**config.mk**
```make
export PLATFORM = sky130hd
export DESIGN_NAME = satl_ram
export DESIGN_NICKNAME = d
export VERILOG_FILES = /design/src/design/satl_ram.sv
export SDC_FILE = /design/constraint.sdc
export NUM_CORES = 1
export LEC_CHECK = 0
export BUFFER_PORTS_ARGS = -buffer_cell sky130_fd_sc_hd__buf_2
export CAP_MARGIN = 30
export CORE_UTILIZATION = 45
export DETAILED_ROUTE_END_ITERATION = 8
export PLACE_DENSITY = 0.6
export SLEW_MARGIN = 20
export SYNTH_ARGS = -nofsm -noshare
export SYNTH_HDL_FRONTEND = slang
export SYNTH_SLANG_ARGS = --single-unit
```
**constraint.sdc**
```tcl
create_clock -name i_clk -period 3.15 [get_ports i_clk]
set_clock_uncertainty 0.15 [all_clocks]
set_input_delay 0.63 -clock i_clk [delete_from_list [all_inputs] [get_ports i_clk]]
set_output_delay 0.63 -clock i_clk [all_outputs]
set_load 0.02 [all_outputs]
```
**src/design/satl_ram.sv**
```systemverilog
// generic simple dual port ram with registered read
`default_nettype none

module satl_ram #(
    parameter int WIDTH = 8,
    parameter int DEPTH = 16
) (
    input  wire logic                     i_clk,
    input  wire logic                     i_we,
    input  wire logic [$clog2(DEPTH)-1:0] i_waddr,
    input  wire logic [WIDTH-1:0]         i_wdata,
    input  wire logic                     i_re,
    input  wire logic [$clog2(DEPTH)-1:0] i_raddr,
    output logic      [WIDTH-1:0]         o_rdata
);

    logic [WIDTH-1:0] r_mem [DEPTH];
    logic [WIDTH-1:0] r_rdata;

    always_ff @(posedge i_clk) begin
        if (i_we) begin
            r_mem[i_waddr] <= i_wdata;
        end
        if (i_re) begin
            r_rdata <= r_mem[i_raddr];
        end
    end

    assign o_rdata = r_rdata;

endmodule

`default_nettype wire

```
=== After elaboration in Yosys (flattened, before gate mapping) ===
Memories as Yosys holds them, arrays and structs flattened. A register that Yosys moved wholly into a read port is not among the register bits.
Index checks and enable logic that the tools add are counted.

* Mux-type cells: 2

{| class="wikitable"
|+ Operator list
! kind !! number
|-
| two-way mux 1 bit || 2
|}

* Register bits: 0
* Bits in writable memories: 128
* Bits of input ports: 19
* Memories: 1

{| class="wikitable"
|+ Memories
! memory !! depth !! bits a word !! rd ports !! clocked after memory_dff !! write ports !! line !! RTL
|-
| r_mem || 16 || 8 || 1 || 1 || 1 || 17 || <nowiki>logic [WIDTH-1:0] r_mem [DEPTH];</nowiki>
|}

=== Depth between registers and ports, before layout ===
Gate-level depths: netlist (run 1).

* Word-level depth: 2
* Mapped depth: 5
* Depth with buffers taken out: 3

=== Least setup slack after synthesis (run 1) ===
OpenSTA, ideal clock, no wires.

* Kind: input to register
* Start: input port i_waddr[2]
* End: memory r_mem[0][0], enable pin
* Library setup time: 383 ps
* Arrival: 1740 ps
* Data required time: 2617 ps
* Slack: 877 ps
* Cell stages on the path: 2
* Buffers on the path: 0
* Cells stage by stage: or3b_2 nor3_1

{| class="wikitable"
|+ RTL lines
! element !! line !! RTL
|-
| from (decl) || 10 || <nowiki>input wire logic [$clog2(DEPTH)-1:0] i_waddr,</nowiki>
|-
| to (decl) || 17 ||
|}

No word-level cell before the write port.

==> metrics.md, run 1 <==
| Metric | Value |
|---|---|
| Outcome | completed |
| Sequential share of the synthesized area | 78.1% |
| Syn_area_per_cell | 22.8 sq um |
| TritonCTS clock tree | done |
| Worst slew pin tran | 0.783 ns |
| Crit path kind | primary input to register |
| H-tree lvl count | 4 |
| RR Startpoint | r_mem[9][2] |
| Total number of vias | 2470 |
| Largest net degree at the start of global routing | 25 |
| Leakage power | 2.13 nW |
| Critical Path AT | 2.20 ns |
| Total grt overflow | 0 |
| Slew HR | 47.6% |
| Max-Cap Viols | 0 |
| Power Density | 675 nW/um^2 |
| Hold endpoint | o_rdata[1] |
| Post-synthesis net count | 248 |
| Clock Latency Late Sink | 0.40 ns |
| Wire length per cell | 23.0 um |
| # diodes | 0 |
| CP Max Fanout | 15 |
| DRC Markers | 0 |
| Routed vias/inst | 5.64 |
| Die Wd | 110 um |
| Placement Rows | 38 |
| Hpwl dp | 6490 um |
| Gate Count Post-Synth | 229 |
| Initial DRC count | 168 |
| Number of global-route vias before repair | 2532 |
| Post-CTS Hold Buffers | 0 |
| Drt first pass iters | 4 |
| Synth top area share | 78.1% |
| Layout cell share with drive strength beyond 1 | 32.9% |
| Clock power frac | 46.6% |
| Critical hold path startpoint | i_re |
| Final WL | 10100 um |
| Final setup fails | 0 |
| WHS Path Cells | 1 |
| Area of the core | 11100 sq um |
| Post-synth cell types | 18 |
| Routed Antenna Nets | 0 |
| Clock sink count | 136 |
| Share of total power in combinational logic | 4.7% |
| Synth warnings | 0 |
| Fill cells | 823 |
| CTS buffer count | 17 |
| WP data required | 3.14 ns |
| GP Congestion | 0.691 |
| Sw frac | 20.1% |
| Type of origin of the critical path | primary input |
| Setup TNS | 0 ns |
| Die H | 110 um |
| Tmin final | 2.21 ns |
| GRT Overall Usage | 19.1% |
| Setup ws final | 0.940 ns |
| VDD IR-drop max | 0.337 mV |
| Worst R2R Path Depth | 3 |
| Layout Nets | 304 |
| Global-route wire length before repair | 15300 um |
| Post_cts resized | 0 |
| Initial antenna violation count | 0 |
| Worst min path class | primary input to register |
| Net switching power | 0.000848 W |
| Internal power | 0.00337 W |
| Sequential share of power | 48.6% |
| Max-slew violation count | 0 |
| Synth top area cells | edfxtp_1, mux4_2, mux4_1, a22oi_1, nor2_1 |
| R2r setup slk | 1.48 ns |
| Dpl ws | 0.465 ns |
| RSZ-0062 raised after global routing | no |
| Die ar. | 12100 sq um |
| Synthesized cell area | 5230 sq um |
| Largest area contributor in the netlist | edfxtp_1 |
| PortBufs | 26 |
| IO Pins | 27 |
| Synthesis-stage register bit count | 136 |
| Initial core utilization | 47.2% |
| Cell Area, Placed | 5640 sq um |
| CTS root buf | clkbuf_16 |
| Post-layout instance area | 6240 sq um |
| Clk buf depth | 2 |
| Final hold vios | 0 |
| Reg clk slew, reported paths | 0.06 ns |
| CP endpoint kind | register |
| Setup Fix Bufs, Post-CTS | 0 |
| Max frequency | 0.452 GHz |
| Tcrit/Tclk final | 70.2% |
| Area growth from synthesis to layout | 19.5% |
| R2R Path End | o_rdata[2] |
[cells by family after synthesis]
| group | count (synthesis) | share of synthesized area (%) |
|---|---|---|
| flops | 136 | 78.1 |
| simple gates | 35 | 3.14 |
| mux | 32 | 14.8 |
| compound gates | 16 | 2.30 |
| buf+inv | 10 | 1.65 |
[cells in the mapped netlist, drive strengths merged]
library cell and count:
edfxtp 136, mux4 32, a22oi 16, nor2 13
nand2 9, buf 7, nor3 4, clkdlybuf4s25 3
nand2b 2, nand3b 2, and2 1, and2b 1
nand3 1, nor2b 1, or3b 1
[worst max-delay path, stage by stage]
cell and delay, ns:
buf_2 0.46, buf_12 0.20, mux4_1 0.55, a22oi_1 0.22, nand2_1 0.12
[power by group through the flow]
| stage | clock network [W] | registers (W) | logic (W) |
|---|---|---|---|
| detailed placement | 0 | 0.00209 | 0.000203 |
| global placement | 0 | 0.00209 | 0.000200 |
| global route | 0.00209 | 0.00205 | 0.000217 |
| finish | 0.00197 | 0.00205 | 0.000200 |
| CTS | 0.00200 | 0.00205 | 0.000204 |
| floorplan | 0 | 0.00210 | 0.000103 |
[worst max path at each step]
stage | slack, ns | to | depth (start not counted) | from
6_report | 0.94 | o_rdata[4] | 5 | i_raddr[0]
2_1_floorplan | 0.88 | r_mem[0][0] | 2 | i_waddr[2]
5_1_grt | 0.87 | o_rdata[4] | 5 | i_raddr[0]
3_5_place_dp | 0.47 | o_rdata[4] | 5 | i_raddr[0]
4_1_cts | 0.90 | o_rdata[4] | 5 | i_raddr[0]
3_3_place_gp | 0.50 | o_rdata[4] | 5 | i_raddr[0]
[metal layers]
metal / track usage [%] / routed length, um / vias up
met5: 0 / 0 / -
met4: 7.14 / 36 / 0
met3: 4.56 / 651 / 2
met2: 29.1 / 5040 / 81
met1: 27.0 / 4330 / 1286
li1: - / - / 1101
[layout make-up]
| cell class | count | area (sq um) | share of cell area, % |
|---|---|---|---|
| Clock buffer | 17 | 425 | 6.81 |
| Timing Repair Buffer | 47 | 325 | 5.21 |
| Tap cell | 140 | 175 | 2.81 |
| Sequential cell | 136 | 4080 | 65.4 |
| Clock inverter | 15 | 178 | 2.85 |
| Multi-Input combinational cell | 83 | 1060 | 16.9 |
[registers in the layout, summed over array words and instances (netlist names)]
| name | count |
|---|---|
| r_mem | 128 |
| o_rdata | 8 |
[through the flow]
| step | total power [W] | utilization (%) | cells | hold WS, ns |
|---|---|---|---|---|
| CTS | 0.00426 | 56.4 | 438 | 0.431 |
| finish | 0.00422 | 56.4 | 438 | 0.451 |
| global route | 0.00436 | 56.4 | 438 | 0.425 |
| detailed placement | 0.00229 | 50.9 | 406 | 0.583 |
| floorplan | 0.00220 | - | 229 | 0.555 |
| global placement | 0.00229 | 50.9 | 406 | 0.583 |
[layout by cell type (no fill, tap or decap)]
cell type,n
edfxtp_1,136
mux4_1,14
a22oi_1,16
and2b_1,1
clkbuf_16,17
clkinvlp_4,2
and2_1,1
nand2_1,9
nor2_1,13
or3b_2,1
clkinv_4,4
nand3b_1,2
buf_4,18
bufinv_16,3
nand3_1,1
inv_6,2
nor2b_1,1
buf_2,26
clkinv_2,4
buf_12,3
nand2b_1,2
nor3_1,4
mux4_2,18
No activity file was read; power rests on OpenSTA's default activity.
==> run 2, diff against run 1 <==
--- a/config.mk
+++ b/config.mk
@@ -9,7 +9,7 @@
 export CAP_MARGIN = 30
 export CORE_UTILIZATION = 45
 export DETAILED_ROUTE_END_ITERATION = 8
-export PLACE_DENSITY = 0.6
+export PLACE_DENSITY = 0.62
 export SLEW_MARGIN = 20
 export SYNTH_ARGS = -nofsm -noshare
 export SYNTH_HDL_FRONTEND = slang
==> constraint.sdc (replaced) <==
create_clock -name i_clk -period 1.93 [get_ports i_clk]
set_clock_uncertainty 0.15 [all_clocks]
set_input_delay 0.386 -clock i_clk [delete_from_list [all_inputs] [get_ports i_clk]]
set_output_delay 0.386 -clock i_clk [all_outputs]
set_load 0.02 [all_outputs]
==> metrics.md, run 2 (same netlist as run 1, synthesis figures left out) <==
| Metric | Value |
|---|---|
| Power Density | 1120 nW/um^2 (was 675 nW/um^2) |
| Area of the core | 11100 sq um (unchanged) |
| Die H | 110 um (unchanged) |
| Post_cts resized | 0 (unchanged) |
| Die ar. | 12100 sq um (unchanged) |
| CP Max Fanout | 23 (was 15) |
| Max-Cap Viols | 0 (unchanged) |
| Post-Place Cells | 416 (was 406) |
| Routed Antenna Nets | 0 (unchanged) |
| Commonest non-fill, non-tap cell in the layout | edfxtp_1 (unchanged) |
| Cell Area, Placed | 5710 sq um (was 5640 sq um) |
| Initial antenna violation count | 0 (unchanged) |
| Tmin final | 1.69 ns |
| Crit-path cells | buf_2, buf_12, mux4_1, a22oi_1, nand2_1 (unchanged) |
| H-tree lvl count | 4 (unchanged) |
| WP data required | 1.93 ns (was 3.14 ns) |
| GRT Overall Usage | 19.0% (was 19.1%) |
| Clock sink count | 136 (unchanged) |
| Outcome | completed (unchanged) |
| IO Pins | 27 (unchanged) |
| Placement Rows | 38 (unchanged) |
| Type of origin of the critical path | primary input (unchanged) |
| Layout Nets | 314 (was 304) |
| Total grt overflow | 0 (unchanged) |
| Slew HR | 43.8% (was 47.6%) |
| Critical hold path startpoint | i_re (unchanged) |
| Clock Latency Late Sink | 0.41 ns (was 0.40 ns) |
| Reg clk slew, reported paths | 0.05 ns (was 0.06 ns) |
| Die Wd | 110 um (unchanged) |
| Largest Register | r_mem (unchanged) |
| CTS buffer count | 17 (unchanged) |
| GP Congestion | 0.776 (was 0.691) |
| Total number of vias | 2480 (was 2470) |
| CP endpoint kind | register (unchanged) |
| Initial DRC count | 113 (was 168) |
| Worst slew pin tran | 0.840 ns (was 0.783 ns) |
| Routed vias/inst | 5.54 (was 5.64) |
| Critical Path AT | 1.69 ns (was 2.20 ns) |
| Max frequency | 0.592 GHz |
| Final setup fails | 0 (unchanged) |
| # diodes | 0 (unchanged) |
| CTS root buf | clkbuf_16 (unchanged) |
| CP max-delay cell | mux4_1 (unchanged) |
| Final WL | 9950 um (was 10100 um) |
| Crit path kind | primary input to register (unchanged) |
| Hpwl dp | 6640 um (was 6490 um) |
| Worst Setup SP | i_raddr[0] (unchanged) |
| DRC Markers | 0 (unchanged) |
| Setup Fix Bufs, Post-CTS | 0 (unchanged) |
| PortBufs | 26 (unchanged) |
| Final hold vios | 0 (unchanged) |
| TritonCTS clock tree | done (unchanged) |
| Tcrit/Tclk final | 87.5% |
| Initial core utilization | 47.2% (unchanged) |
| Area growth from synthesis to layout | 21.3% (was 19.5%) |
| Most frequent cells in the layout | edfxtp_1, buf_4, buf_2 (was edfxtp_1, buf_2, mux4_2, buf_4, clkbuf_16) |
| Setup ws final | 0.241 ns (was 0.940 ns) |
| Clk buf depth | 2 (unchanged) |
| RR Startpoint | r_mem[1][1] (was r_mem[9][2]) |
| Largest net degree at the start of global routing | 24 (was 25) |
| Fin cells | 448 (was 438) |
| Max-slew violation count | 0 (unchanged) |
| Largest register FFs | 128 (unchanged) |
| Dpl ws | -0.194 ns (was 0.465 ns) |
| Wire length per cell | 22.2 um (was 23.0 um) |
| Drt first pass iters | 4 (unchanged) |
| Leakage power | 2.19 nW (was 2.13 nW) |
| Worst min path class | primary input to register (unchanged) |
| RSZ-0062 raised after global routing | no (unchanged) |
| VDD IR-drop max | 0.523 mV (was 0.337 mV) |
| Number of global-route vias before repair | 2632 (was 2532) |
| Layout cell share with drive strength beyond 1 | 35.1% (was 32.9%) |
| Crit-path max cell delay | 0.57 ns (was 0.55 ns) |
| Post-CTS Hold Buffers | 0 (unchanged) |
| Global-route wire length before repair | 15200 um (was 15300 um) |
| Post-layout instance area | 6340 sq um (was 6240 sq um) |
-- run 2: worst paths after layout --
kind | slack [ns] | endpoint | depth (start not counted)
hold / removal | 0.21 | o_rdata[1] | 1
setup reg to reg | 0.27 | o_rdata[1] | 3
hold reg to reg | 0.60 | o_rdata[1] | 3
setup / recovery | 0.24 | o_rdata[1] | 5
-- run 2: metal layers --
| layer | global-route usage, % | wire length (um) | up-vias |
|---|---|---|---|
| met5 | 0 | 0 | - |
| met4 | 7.90 | 141 | 0 |
| met3 | 4.80 | 380 | 12 |
| met2 | 29.8 | 4960 | 56 |
| met1 | 25.5 | 4470 | 1294 |
| li1 | - | - | 1118 |
-- run 2: power breakdown --
| group | internal, W | switching [W] |
|---|---|---|
| logic | 0.000139 | 0.000190 |
| registers | 0.00333 | 0.0000189 |
| clock network | 0.00227 | 0.00113 |
-- run 2: per-stage QoR --
step / TNS [ns] / util (%) / hold slack [ns] / total power [W]
3_3_place_gp: -1.13 / 51.5 / 0.581 / 0.00373
2_1_floorplan: 0 / - / 0.335 / 0.00359
4_1_cts: 0 / 57.3 / 0.203 / 0.00713
3_5_place_dp: -1.19 / 51.5 / 0.586 / 0.00374
6_report: 0 / 57.3 / 0.214 / 0.00708
5_1_grt: 0 / 57.3 / 0.206 / 0.00728
-- run 2: layout make-up --
cell class	count	area, sq um
multi-input cells	83	1060
well taps	140	175
flip-flops and latches	136	4080
clock inverters	15	208
repair buffers	57	388
fillers	830	4740
clock buffers	17	425
-- run 2: worst max-delay path, delay by kind of cell --
| kind | cells | cell delay (ns) |
|---|---|---|
| compound gates | 1 | 0.32 |
| mux | 1 | 0.57 |
| buf+inv | 2 | 0.31 |
| simple gates | 1 | 0.08 |
